## config.mk

```make
export PLATFORM = sky130hd
export DESIGN_NAME = d2d_div
export DESIGN_NICKNAME = d
export VERILOG_FILES = /design/src/rtl/d2d_pkg.sv /design/src/rtl/d2d_div_stage.sv /design/src/rtl/d2d_div.sv
export SDC_FILE = /design/constraint.sdc
export NUM_CORES = 1
export LEC_CHECK = 0
export ABC_AREA = 1
export BUFFER_PORTS_ARGS = -buffer_cell sky130_fd_sc_hd__buf_2
export CORE_MARGIN = 3
export CORE_UTILIZATION = 55
export DETAILED_ROUTE_END_ITERATION = 7
export PLACE_DENSITY = 0.72
export SETUP_SLACK_MARGIN = 0.15
export SLEW_MARGIN = 20
export SYNTH_ARGS = -nofsm -noshare
export SYNTH_HDL_FRONTEND = slang
export SYNTH_SLANG_ARGS = --single-unit
export TNS_END_PERCENT = 10
```

## constraint.sdc

```tcl
create_clock -name clk -period 21.9 [get_ports clk]
set_input_delay 4.38 -clock clk [delete_from_list [all_inputs] [get_ports clk]]
set_output_delay 4.38 -clock clk [all_outputs]
set_load 0.02 [all_outputs]
```

## src/rtl/d2d_pkg.sv

```systemverilog
`timescale 1ns / 1ps
// shared types, widths and register indexes for the disparity to depth block
package d2d_pkg;

  localparam int COORD_BITS = 12;
  localparam int DISP_W     = 16;
  localparam int CFG_W      = 32;
  localparam int CFG_IDX_W  = 4;
  localparam int DEPTH_W    = 16;
  localparam int AD_W       = 15;
  localparam int DX_W       = (COORD_BITS + 4 > 16) ? COORD_BITS + 4 : 16;
  localparam int PX_W       = DX_W + CFG_W;
  localparam int RZ_W       = CFG_W + AD_W;
  localparam int FB_W       = 2 * CFG_W;
  localparam int SUM_W      = FB_W + CFG_W;
  localparam int Q_SHIFT    = 44;
  localparam int Q_W        = SUM_W - Q_SHIFT;
  localparam int Z_SHIFT    = 12;
  localparam int QUOT_W     = DEPTH_W;
  localparam int DIV_STAGES = QUOT_W;

  typedef enum logic [CFG_IDX_W-1:0] {
    REG_BASELINE     = 4'd0,
    REG_FOCAL_LENGTH = 4'd1,
    REG_PRINC_POINT  = 4'd2,
    REG_ROI_X        = 4'd3,
    REG_ROI_Y        = 4'd4,
    REG_ROI_Z        = 4'd5,
    REG_DEPTH_SCALE  = 4'd6,
    REG_MIN_DISP     = 4'd7
  } cfg_reg_t;

  localparam logic [CFG_W-1:0]  RST_BASELINE     = 32'd35389;
  localparam logic [CFG_W-1:0]  RST_FOCAL_LENGTH = 32'd47185920;
  localparam logic [CFG_W-1:0]  RST_PRINC_POINT  = 32'd0;
  localparam logic [CFG_W-1:0]  RST_ROI_X        = 32'd1310720;
  localparam logic [CFG_W-1:0]  RST_ROI_Y        = 32'd1310720;
  localparam logic [CFG_W-1:0]  RST_ROI_Z        = 32'd3276800;
  localparam logic [CFG_W-1:0]  RST_DEPTH_SCALE  = 32'd65536000;
  localparam logic [DISP_W-1:0] RST_MIN_DISP     = 16'hFFF0;

  typedef struct packed {
    logic [CFG_W-1:0]  baseline;
    logic [CFG_W-1:0]  focal_length;
    logic [CFG_W-1:0]  principal_point;
    logic [CFG_W-1:0]  roi_x;
    logic [CFG_W-1:0]  roi_y;
    logic [CFG_W-1:0]  roi_z;
    logic [CFG_W-1:0]  depth_scale;
    logic [DISP_W-1:0] min_disparity;
  } d2d_cfg_t;

  typedef struct packed {
    logic            ok;
    logic [AD_W-1:0] ad;
    logic [Q_W-1:0]  q;
  } front_t;

  typedef struct packed {
    logic              ok;
    logic              sat;
    logic [AD_W-1:0]   ad;
    logic [AD_W-1:0]   rem;
    logic [QUOT_W-1:0] low;
    logic [QUOT_W-1:0] quot;
  } div_t;

endpackage

```

## src/rtl/d2d_div_stage.sv

```systemverilog
`timescale 1ns / 1ps
// one restoring division step with its pipeline register
module d2d_div_stage import d2d_pkg::*; (
  input  logic clk,
  input  logic rst_n,
  input  logic in_valid,
  output logic in_ready,
  input  div_t in_data,
  output logic out_valid,
  input  logic out_ready,
  output div_t out_data
);

  logic          v_r;
  div_t          d_r, d_nxt;
  logic [AD_W:0] trial;
  logic          ge;

  assign in_ready = !v_r || out_ready;

  always_comb begin
    trial        = {in_data.rem, in_data.low[QUOT_W-1]};
    ge           = (trial >= {1'b0, in_data.ad});
    d_nxt        = in_data;
    d_nxt.rem    = ge ? AD_W'(trial - {1'b0, in_data.ad}) : trial[AD_W-1:0];
    d_nxt.low    = {in_data.low[QUOT_W-2:0], 1'b0};
    d_nxt.quot   = {in_data.quot[QUOT_W-2:0], ge};
  end

  always_ff @(posedge clk) begin
    if (!rst_n) begin
      v_r <= 1'b0;
    end else if (in_ready) begin
      v_r <= in_valid;
    end
  end

  always_ff @(posedge clk) begin
    if (in_ready) begin
      d_r <= d_nxt;
    end
  end

  assign out_valid = v_r;
  assign out_data  = d_r;

endmodule

```

## src/rtl/d2d_div.sv

```systemverilog
`timescale 1ns / 1ps
// saturation check and pipelined divide of the depth numerator by disparity
module d2d_div import d2d_pkg::*; (
  input  logic   clk,
  input  logic   rst_n,
  input  logic   in_valid,
  output logic   in_ready,
  input  front_t in_data,
  output logic   out_valid,
  input  logic   out_ready,
  output div_t   out_data
);

  logic v0_r, rdy0;
  div_t d0_r, d0_nxt;

  logic stg_v   [DIV_STAGES+1];
  logic stg_rdy [DIV_STAGES+1];
  div_t stg_d   [DIV_STAGES+1];

  assign rdy0     = !v0_r || stg_rdy[0];
  assign in_ready = rdy0;

  always_comb begin
    d0_nxt.ok   = in_data.ok;
    d0_nxt.sat  = (in_data.q >= Q_W'({in_data.ad, {QUOT_W{1'b0}}}));
    d0_nxt.ad   = in_data.ad;
    d0_nxt.rem  = in_data.q[AD_W+QUOT_W-1:QUOT_W];
    d0_nxt.low  = in_data.q[QUOT_W-1:0];
    d0_nxt.quot = '0;
  end

  always_ff @(posedge clk) begin
    if (!rst_n) begin
      v0_r <= 1'b0;
    end else if (rdy0) begin
      v0_r <= in_valid;
    end
  end

  always_ff @(posedge clk) begin
    if (rdy0) begin
      d0_r <= d0_nxt;
    end
  end

  assign stg_v[0] = v0_r;
  assign stg_d[0] = d0_r;

  for (genvar k = 0; k < DIV_STAGES; k++) begin : g_step
    d2d_div_stage u_step (
      .clk       (clk),
      .rst_n     (rst_n),
      .in_valid  (stg_v[k]),
      .in_ready  (stg_rdy[k]),
      .in_data   (stg_d[k]),
      .out_valid (stg_v[k+1]),
      .out_ready (stg_rdy[k+1]),
      .out_data  (stg_d[k+1])
    );
  end

  assign stg_rdy[DIV_STAGES] = out_ready;
  assign out_valid           = stg_v[DIV_STAGES];
  assign out_data            = stg_d[DIV_STAGES];

endmodule

```

After elaboration in Yosys (flattened, before gate mapping)
Cells that the tools add are included.
{"block": "op_classes", "magnitude_cmp": 17, "add_sub_neg": 16, "n_reduce_logical": 34, "n_mux": 16}
{"op": "$ge 16x15->1", "count": 16}
{"op": "$mux 15", "count": 16}
{"op": "$sub 15x15->15", "count": 16}
{"op": "$ge 52x31->1", "count": 1}
{"op": "$logic_not 1->1", "count": 17}
{"op": "$logic_or 1x1->1", "count": 17}
{"block": "word_totals", "regBits": 833, "in_bits": 72, "wordCells": 200, "out_inout_bits": 66}

Longest topological paths before layout
Gate-level depths: netlist of the first run.
{"block": "logic_depth", "depth_word": 18, "ltp_mapped": 15, "ltp_nobuf": 14}

Cells and area by module
From an unflattened synthesis of the first run, not the netlist that was laid out.
{"block": "unflattened", "cells_unflattened": 5211, "area_unflattened_um2": 52441.5}
{"mod": "d2d_div_stage", "cells_each": 315, "n_inst": 16, "seq_area_each_um2": 1911.8, "area_each_um2": 3146.8}
{"mod": "d2d_div", "cells_each": 171, "n_inst": 1, "seq_area_each_um2": 1461.4, "area_each_um2": 2093.3}

Worst setup path before layout of the first run
OpenSTA, ideal clock, no wires.
{"block": "synth_path", "path_kind": "input to output", "from": "input out_ready", "to": "output in_ready", "slack_ps": 8623, "required_time_ps": 17520, "path_buffers": 0, "arrival_ps": 8897, "stages": 10, "cell_sequence": "inv_2 > nand3_2 > nor2_4 > nand4_4 > nor2_4 > nand4_4 > nor2_4 > nand4_4 > nor2_4 > nand3_2"}
{"block": "synth_between", "elab_chain_len": 17}
{"element": "start: declaration", "line": "d2d_div.sv:10", "rtl": "input logic out_ready,"}
{"element": "$logic_or 1x1->1 (2 in series)", "line": "d2d_div_stage.sv:19", "rtl": "assign in_ready = !v_r || out_ready;"}
{"element": "named net g_step[13].u_step.out_ready", "line": "d2d_div_stage.sv:10", "rtl": "input logic out_ready,"}
{"element": "$logic_or 1x1->1 (4 in series)", "line": "d2d_div_stage.sv:19"}
{"element": "named net g_step[10].u_step.in_ready", "line": "d2d_div_stage.sv:7", "rtl": "output logic in_ready,"}
{"element": "$logic_or 1x1->1 (4 in series)", "line": "d2d_div_stage.sv:19"}
{"element": "named net g_step[5].u_step.out_ready", "line": "d2d_div_stage.sv:10"}
{"element": "$logic_or 1x1->1 (4 in series)", "line": "d2d_div_stage.sv:19"}
{"element": "named net g_step[1].u_step.out_ready", "line": "d2d_div_stage.sv:10"}
{"element": "$logic_or 1x1->1 (2 in series)", "line": "d2d_div_stage.sv:19"}
{"element": "$logic_or 1x1->1", "line": "d2d_div.sv:21", "rtl": "assign rdy0 = !v0_r || stg_rdy[0];"}
{"element": "end: declaration", "line": "d2d_div.sv:7", "rtl": "output logic in_ready,"}
The timed path passes the listed nets, and every way through them passes these cells.

Worst setup path after layout of the first run
Ends and elaborated chain as after synthesis.

==> results.cfg, run 1 <==
[floorplan]
die_h_um = 274
dieArea_um2 = 75100
start_util = 0.559
die_w_um = 274
core-area_um2 = 70600
fp-row-count = 97
ioPinCount = 138

[worst_setup_path]
slowest_stage = nand4_4
cpPeakStageDelay_ns = 0.71
crit_buf_inv = 5
cp-start-kind = input pin
cp_top_family = simple AND/OR/NAND/NOR gates
required_ns = 17.52
crit_chain = buf_2, inv_2, nand3_2, nor2_4, nand4_4, nor2_4, nand4_4, buf_4, nor2_4, nand4_4, nor2_4, nand3_2, buf_4, buf_2
path_common_cell = nor2_4
cp.arrival_ns = 8.51
worstPathMaxFanout = 50
crit_type = in2out
end_kind = output port

[cts]
cts_buffer_depth = 3
cts_resized = 0
cts_tree = built
clk_latency_ns = 0.64
cts_made_buffers = 85
cts_hold_buf = 0
htree_levels = 3
clk_pin_slew_ns = 0.06
cts_setup_buffers = 0
root_buffer = clkbuf_16
clkSinkCount = 833

[power]
power.leakage_nw = 18.2
finalPower_mw = 6.08
pwr_density_cell_nw_per_um2 = 139
ir_drop_mv = 0.0829

[cells_and_area]
fill_cells = 5475
area_delta_synth_final_pct = 10.7
regArea_um2 = 24800
fin_cells = 4444
multiInputGateArea_um2 = 12700
design_area_um2 = 43700
antenna_cells = 0
post-route-util = 0.619
drive_gt1_frac = 0.109
nets = 3778

[yosys]
synth_edf_count = 816
synth_top_flop_cell = edfxtp_1
syn_avg_cell_area_um2 = 12.1
ys_warn_count = 0
syn_inst = 3262
synthArstFlopShare = 0
ys_seq_elements = 833
seq_area_frac_synth = 0.629
netlist_area_um2 = 39500
synth_cell_types = 49

[sta]
layout_min_cycle_time_ns = 12.89
tns_ns = 0
worstMarginPinSlew_ns = 1.08
whs_ns = 0.398
fin_skew_ns = 0.0340
drv_slew = 0
fmax_mhz = 77.6
max_slew_margin = 0.279
setup_ws_ns = 9.01
timing_hold_violations_final = 0
setup_viol = 0
rsz0062_at_grt = false
fin_crit_sh = 0.589

[global_route]
grt_overflow_total = 0
grt_pass1_wl_um = 118000
grt_usage = 0.195
first_global_vias = 23800
grt_max_degree = 51
antenna_found_initial = 0

[routing]
wirelength_um = 72600
ant_nets = 0
firstDrtPassIters = 5
vias = 24000
via_per_inst = 5.40
drt_iter0_markers = 1419
wire_per_inst_um = 16.3
route.detailed.drc = 0

[job]
maxCapViolCount = 0

[placement]
placed_cells = 4288
dpl_cell_area_um2 = 40900
gp_congestion = 0.900
pre_cts_slack_ns = 9.03
port-buffer-count = 121
dp_hpwl_um = 54400

[hold_path]
hold_path_class = reg2reg

[outcome]
status = completed
final cells by class:
type,instances,share of cell area
clock inverter,53,0.0120
sequential,833,0.568
inverter,408,0.0350
tap,940,0.0269
timing repair buffer,131,0.0156
clock buffer,103,0.0516
multi-input combinational,1976,0.291
final timing paths:
check	from	to	slack, ns	cells after the start
setup reg to reg	g_step[15].u_step.out_valid$_SDFFE_PN0P_	g_step[0].u_step.out_data[25]$_DFFE_PP_	17.44	10
hold reg to reg	g_step[10].u_step.out_data[7]$_DFFE_PP_	g_step[11].u_step.out_data[8]$_DFFE_PP_	0.40	0
setup / recovery	out_ready	in_ready	9.01	14
hold / removal	g_step[10].u_step.out_data[7]$_DFFE_PP_	g_step[11].u_step.out_data[8]$_DFFE_PP_	0.40	0
power breakdown:
part           switching [mW]  leakage, nW  internal (mW)  total, mW
registers               0.192         8.53           2.29       2.48
clock network           0.588         1.35          0.842       1.43
logic                    1.32         8.31          0.849       2.17
worst register-to-register path: cells and delay by family (launching register included):
kind	cells	cell delay, ns
flops	1	0.38
buf+inv	1	0.36
simple gates	9	3.33
cell usage in the layout (no fill, tap or decap), types with 22 or more instances in the layout:
cell type and n:
xor2_1 91, clkbuf_16 86, nor3_1 48, nand2_1 301, nand3_1 51, a21oi_1 395, a21oi_2 36, a21o_1 28
o21ai_0 99, inv_1 400, nor4_1 22, ha_1 255, edfxtp_1 816, nand4_1 28, buf_2 121, nor2_1 328
xnor2_1 85
routing by layer:
| layer | wire length [um] | track usage |
|---|---|---|
| met1 | 28500 | 0.221 |
| met5 | 0 | 0 |
| met4 | 2740 | 0.0773 |
| met3 | 2910 | 0.0270 |
| met2 | 38500 | 0.369 |
cell usage after synthesis, drive strengths merged (5+ instances only):
master  number  area share
nand3b       8      0.0015
inv        408       0.039
a211oi       5      0.0012
a21oi      432       0.058
ha         255       0.081
nor2       334       0.033
xor2        91       0.020
buf         60       0.013
or2         19      0.0030
o41ai       13      0.0029
a31oi       17      0.0027
xnor2       85       0.019
o21ai      124       0.018
nand4       31      0.0060
dfxtp       17      0.0086
a21boi       8      0.0021
fa          16      0.0081
nand2      319       0.032
o21a         8      0.0015
nor3        48      0.0061
a21o        28      0.0053
nor4        22      0.0035
edfxtp     816        0.62
nand3       59      0.0084
o22ai       15      0.0024
o31ai       18      0.0034
cell families (layout without fill, tap and decap cells):
logic type,count (synthesis),count (layout),share of synthesized area
other cells,1,16,0.0000949
compound gates,673,673,0.0986
xor+xnor,176,176,0.0390
flops,833,833,0.629
simple gates,840,840,0.0926
fa+ha+maj,271,271,0.0889
buf+inv,468,695,0.0519
flip-flops by register name (all words and copies together) (netlist names):
register / flops
g_step.u_step.out_valid: 16
v0_r: 1
g_step.u_step.out_data: 768
d0_r: 48
Power figures use the tool's default switching activity.
==> run 2: changes to the inputs <==
- ABC_AREA: 1 -> 0
- PLACE_DENSITY: 0.72 -> 0.75
- clock period: 21.9 -> 11.1 ns (I/O delays scaled with it)
==> results.cfg, run 2 <==
[outcome]
status = completed

[floorplan]
dieArea_um2 = 76700
start_util = 0.560
die_w_um = 277
ioPinCount = 138
core-area_um2 = 72100
fp-row-count = 98
die_h_um = 277

[sta]
setup_viol = 0
tns_ns = 0
worstMarginPinSlew_ns = 1.05
drv_slew = 0
timing_hold_violations_final = 0
fin_crit_sh = 0.662
layout_min_cycle_time_ns = 7.35
max_slew_margin = 0.301
rsz0062_at_grt = false
fin_skew_ns = 0.0358
fmax_mhz = 136

[cells_and_area]
nets = 3680
antenna_cells = 0
area_delta_synth_final_pct = 11.4
drive_gt1_frac = 0.0957
largest_reg_flops = 768
final_cell_mix = 816 x edfxtp_1, 345 x inv_1, 255 x ha_1
post-route-util = 0.624
fill_cells = 5384
layout.cells.most_common = edfxtp_1

[routing]
wire_per_inst_um = 17.7
via_per_inst = 5.63
firstDrtPassIters = 6
wirelength_um = 77300
vias = 24500
ant_nets = 0
drt_iter0_markers = 1776
route.detailed.drc = 0

[global_route]
grt_overflow_total = 0
grt_max_degree = 51
grt_pass1_wl_um = 125000
grt_usage = 0.200
antenna_found_initial = 0
first_global_vias = 23900

[worst_setup_path]
required_ns = 8.88
cp.arrival_ns = 5.13
end_kind = output port
path_common_cell = and4_1
crit_chain = buf_2, and3b_1, and4_1, and2_1, and4_1, and4_1, nand3_2, buf_4, buf_2
crit_type = in2out
slowest_stage = and4_1
cpPeakStageDelay_ns = 0.48
worstPathMaxFanout = 50
cp-start-kind = input pin

[yosys]
synth.most_common_cell = edfxtp_1
synth_commonest_cells = 816 x edfxtp_1, 347 x inv_1, 255 x ha_1, 199 x a21oi_1, 187 x nand2_1
yosys.area.top_type = edfxtp_1
synthArstFlopShare = 0
synth_cell_types = 80
syn_avg_cell_area_um2 = 12.7
ys_warn_count = 0
synth_top_area_frac = 0.607
synth_area_leaders = edfxtp_1 61%, ha_1 7.9%, inv_1 3.2%, a21oi_1 2.5%, mux2_1 1.9%
synth_edf_count = 816
seq_area_frac_synth = 0.615
synth_top_flop_cell = edfxtp_1
syn_inst = 3169
ys_seq_elements = 833
netlist_area_um2 = 40400

[hold_path]
hold_path_class = reg2reg

[placement]
port-buffer-count = 121
gp_congestion = 0.870
dp_hpwl_um = 56700

[power]
power.leakage_nw = 18.6
ir_drop_mv = 0.175
finalPower_mw = 12.5
pwr_density_cell_nw_per_um2 = 278

[cts]
cts_hold_buf = 0
clk_pin_slew_ns = 0.06
cts_resized = 0
root_buffer = clkbuf_16
htree_levels = 3
cts_buffer_depth = 3
cts_made_buffers = 84
clk_latency_ns = 0.64
clkSinkCount = 833
cts_setup_buffers = 0
cts_tree = built

[job]
maxCapViolCount = 0
run 2: cell types whose count changed after synthesis, moves of 44 or more:
| cell | delta |
|---|---|
| a21oi_1 | -196 |
| nor2_1 | -143 |
| nand2_1 | -119 |
| o21ai_1 | +102 |
| mux2_1 | +67 |
| inv_1 | -60 |
| nor2b_1 | +55 |
| o21a_1 | +55 |
| clkbuf_1 | +44 |
run 2: critical path: cells and delay by family:
kind                   cells  cell delay, ns
and+or+nand+nor            6            2.22
buffers and inverters      3            0.66
run 2: kinds of logic after synthesis:
kind of cell / count (synthesis) / share of synthesized area
other cells: 1 / 0.0000929
simple gates: 679 / 0.0817
xor+xnor: 142 / 0.0308
buf+inv: 429 / 0.0422
fa+ha+maj: 271 / 0.0869
flops: 833 / 0.615
mux: 103 / 0.0289
compound gates: 711 / 0.114
run 2: metrics by stage:
stage / instances / hold slack (ns) / setup slack (ns) / area, um2
global route: 4356 / 0.412 / 3.54 / 45000
finish: 4356 / 0.400 / 3.75 / 45000
detailed placement: 4201 / 0.405 / 4.03 / 42000
CTS: 4356 / 0.397 / 3.92 / 44900
global placement: 4201 / 0.400 / 4.06 / 42000
floorplan: 3184 / 0.400 / 3.87 / 40400
run 2: path summary, 6_finish.rpt:
kind / from / endpoint / slack, ns / depth (start not counted)
setup reg to reg: g_step[9].u_step.out_data[31]$_DFFE_PP_ / g_step[10].u_step.out_data[37]$_DFFE_PP_ / 7.49 / 10
hold / removal: g_step[13].u_step.out_data[63]$_DFFE_PP_ / g_step[14].u_step.out_data[63]$_DFFE_PP_ / 0.40 / 0
hold reg to reg: g_step[13].u_step.out_data[63]$_DFFE_PP_ / g_step[14].u_step.out_data[63]$_DFFE_PP_ / 0.40 / 0
setup / recovery: out_ready / in_ready / 3.75 / 9
run 2: metal layers:
metal / share of wire / vias up / wire length [um] / global-route usage
met1: 0.42 / 11800 / 32400 / 0.255
met4: 0.028 / 0 / 2170 / 0.0660
met3: 0.047 / 142 / 3660 / 0.0255
met2: 0.51 / 607 / 39000 / 0.355
li1: - / 12000 / - / -
met5: 0 / - / 0 / 0
run 2: report_power, final:
part           internal, mW  switching, mW
Combinational          2.03           2.63
Clock                  1.73           1.19
Sequential             4.55          0.402
Total                  8.30           4.22
run 2: cell type report:
cell class / instances / area, um2 / area share
Sequential cell: 833 / 24800 / 0.552
Multi-Input combinational cell: 1922 / 14000 / 0.311
Clock buffer: 103 / 2230 / 0.0495
Inverter: 361 / 1360 / 0.0301
Tap cell: 950 / 1190 / 0.0264
Timing Repair Buffer: 135 / 711 / 0.0158
Clock inverter: 52 / 663 / 0.0147
==> run 3: changes to the inputs <==
- clock period: 11.1 -> 6.7 ns (I/O delays scaled with it)
==> results.cfg, run 3 (synthesized netlist as in run 2, its figures left out) <==
[worst_setup_path]
required_ns = 5.36
path_common_cell = and4_1
crit_buf_inv = 3
cpPeakStageDelay_ns = 0.46
r2r_start = g_step[9].u_step.out_data[47]$_DFFE_PP_
slowest_stage = and4_1
r2r_end = g_step[10].u_step.out_data[35]$_DFFE_PP_
crit_type = in2out
worstPathMaxFanout = 50
crit_chain = buf_2, and3b_1, and4_1, and2_1, and4_1, and4_1, nand3_2, buf_4, buf_2
critical_path_depth = 9
r2r_slack_ns = 3.15
crit_end = in_ready
cp.arrival_ns = 4.25
startpoint = out_ready
cp-start-kind = input pin
cp_top_family = simple AND/OR/NAND/NOR gates
rr_worst_depth = 9
end_kind = output port

[floorplan]
start_util = 0.560
core-area_um2 = 72100
die_w_um = 277
die_h_um = 277
dieArea_um2 = 76700
fp-row-count = 98
ioPinCount = 138

[placement]
dpl_cell_area_um2 = 42000
placed_cells = 4200
port-buffer-count = 121
gp_congestion = 0.886
dp_hpwl_um = 56400

[power]
pwr_density_cell_nw_per_um2 = 459
p_clk_frac = 0.228
p_seq_frac = 0.398
p_switching_mw = 6.96
finalPower_mw = 20.6
power.leakage_nw = 18.5
p_int_mw = 13.7
power_frac_comb = 0.374
p_sw_frac = 0.338
ir_drop_mv = 0.327

[global_route]
grt_usage = 0.197
antenna_found_initial = 1
first_global_vias = 23800
grt_pass1_wl_um = 123000
grt_max_degree = 51
grt_overflow_total = 0

[routing]
ant_nets = 0
drt_iter0_markers = 1552
vias = 24300
route.detailed.drc = 0
wirelength_um = 76800
wire_per_inst_um = 17.6
firstDrtPassIters = 5
via_per_inst = 5.57

[cells_and_area]
post-route-util = 0.623
layout.cells.most_common = edfxtp_1
design_area_um2 = 44900
largest_reg_flops = 768
area_delta_synth_final_pct = 11.2
drive_gt1_frac = 0.0948
nets = 3680
fill_cells = 5410
fin_cells = 4358
antenna_cells = 0
final_cell_mix = 816 x edfxtp_1, 345 x inv_1, 255 x ha_1

[cts]
cts_setup_buffers = 0
cts_buffer_depth = 3
cts_hold_buf = 0
root_buffer = clkbuf_16
cts_resized = 0
clk_latency_ns = 0.64
clk_pin_slew_ns = 0.06
htree_levels = 3
cts_tree = built
cts_made_buffers = 85
clkSinkCount = 833

[sta]
drv_slew = 0
rsz0062_at_grt = false
worstMarginPinSlew_ns = 1.06
fin_skew_ns = 0.0279
fmax_mhz = 179
fin_crit_sh = 0.835
setup_viol = 0
layout_min_cycle_time_ns = 5.59
tns_ns = 0
max_slew_margin = 0.295
timing_hold_violations_final = 0

[job]
maxCapViolCount = 0

[outcome]
status = completed

[hold_path]
hold_path_class = reg2reg
==> run 3: changes by cell type in the layout (fill, tap and decap cells not counted), sizes merged <==
| cell | previous run | this run |
|---|---|---|
| clkinvlp | 10 | 6 |
| buf | 135 | 134 |
| bufinv | 12 | 9 |
| clkbuf | 103 | 107 |
| inv | 364 | 360 |
| clkinv | 27 | 37 |
==> run 3: how the worst min path moves through the flow <==
stage / start / endpoint / slack, ns / cells after the start
finish: g_step[8].u_step.out_data[5]$_DFFE_PP_ / g_step[9].u_step.out_data[6]$_DFFE_PP_ / 0.41 / 0
global route: g_step[3].u_step.out_data[62]$_DFFE_PP_ / g_step[4].u_step.out_data[62]$_DFFE_PP_ / 0.42 / 0
CTS: g_step[13].u_step.out_data[13]$_DFFE_PP_ / g_step[14].u_step.out_data[14]$_DFFE_PP_ / 0.41 / 0
detailed placement: d0_r[17]$_DFFE_PP_ / g_step[0].u_step.out_data[18]$_DFFE_PP_ / 0.40 / 0
global placement: g_step[12].u_step.out_data[12]$_DFFE_PP_ / g_step[13].u_step.out_data[13]$_DFFE_PP_ / 0.40 / 0
floorplan: d0_r[16]$_DFFE_PP_ / g_step[0].u_step.out_data[17]$_DFFE_PP_ / 0.40 / 0
==> run 3: worst register-to-register path: stages (launching register included) <==
cell,delay (ns)
edfxtp_1,0.41
ha_1,0.26
fa_1,0.43
nor2b_1,0.18
o31a_1,0.21
or4_4,0.15
a31oi_4,0.13
o31ai_2,0.51
or2_1,0.65
mux2_1,0.39
==> run 3: power by group through the flow <==
stage	registers (mW)	clock network, mW	logic (mW)
final	8.21	4.70	7.71
after global routing	8.33	5.02	8.58
after CTS	8.23	4.81	7.62
after floorplan	8.10	0	5.98
after detailed placement	8.31	0	7.54
after global placement	8.29	0	7.37
==> run 3: stage by stage <==
stage,hold WS [ns],worst slack (ns)
2_1_floorplan,0.400,1.23
3_3_place_gp,0.401,1.41
3_5_place_dp,0.405,1.26
4_1_cts,0.406,1.22
5_1_grt,0.418,0.933
6_report,0.410,1.11
==> run 3: area by class of cell <==
type                    instances  area [um2]  area share
inverters                     361        1360      0.0302
repair buffers                134         703      0.0157
multi-input cells            1922       14000       0.312
well taps                     950        1190      0.0265
clock inverters                51         566      0.0126
flip-flops and latches        833       24800       0.553
clock buffers                 107        2260      0.0503
==> run 3: metal layers <==
metal	vias to the layer above	track usage	wire length [um]
met5	-	0	0
met4	0	0.0711	2400
met3	155	0.0239	2920
met2	559	0.347	38500
met1	11600	0.253	33000
li1	12000	-	-
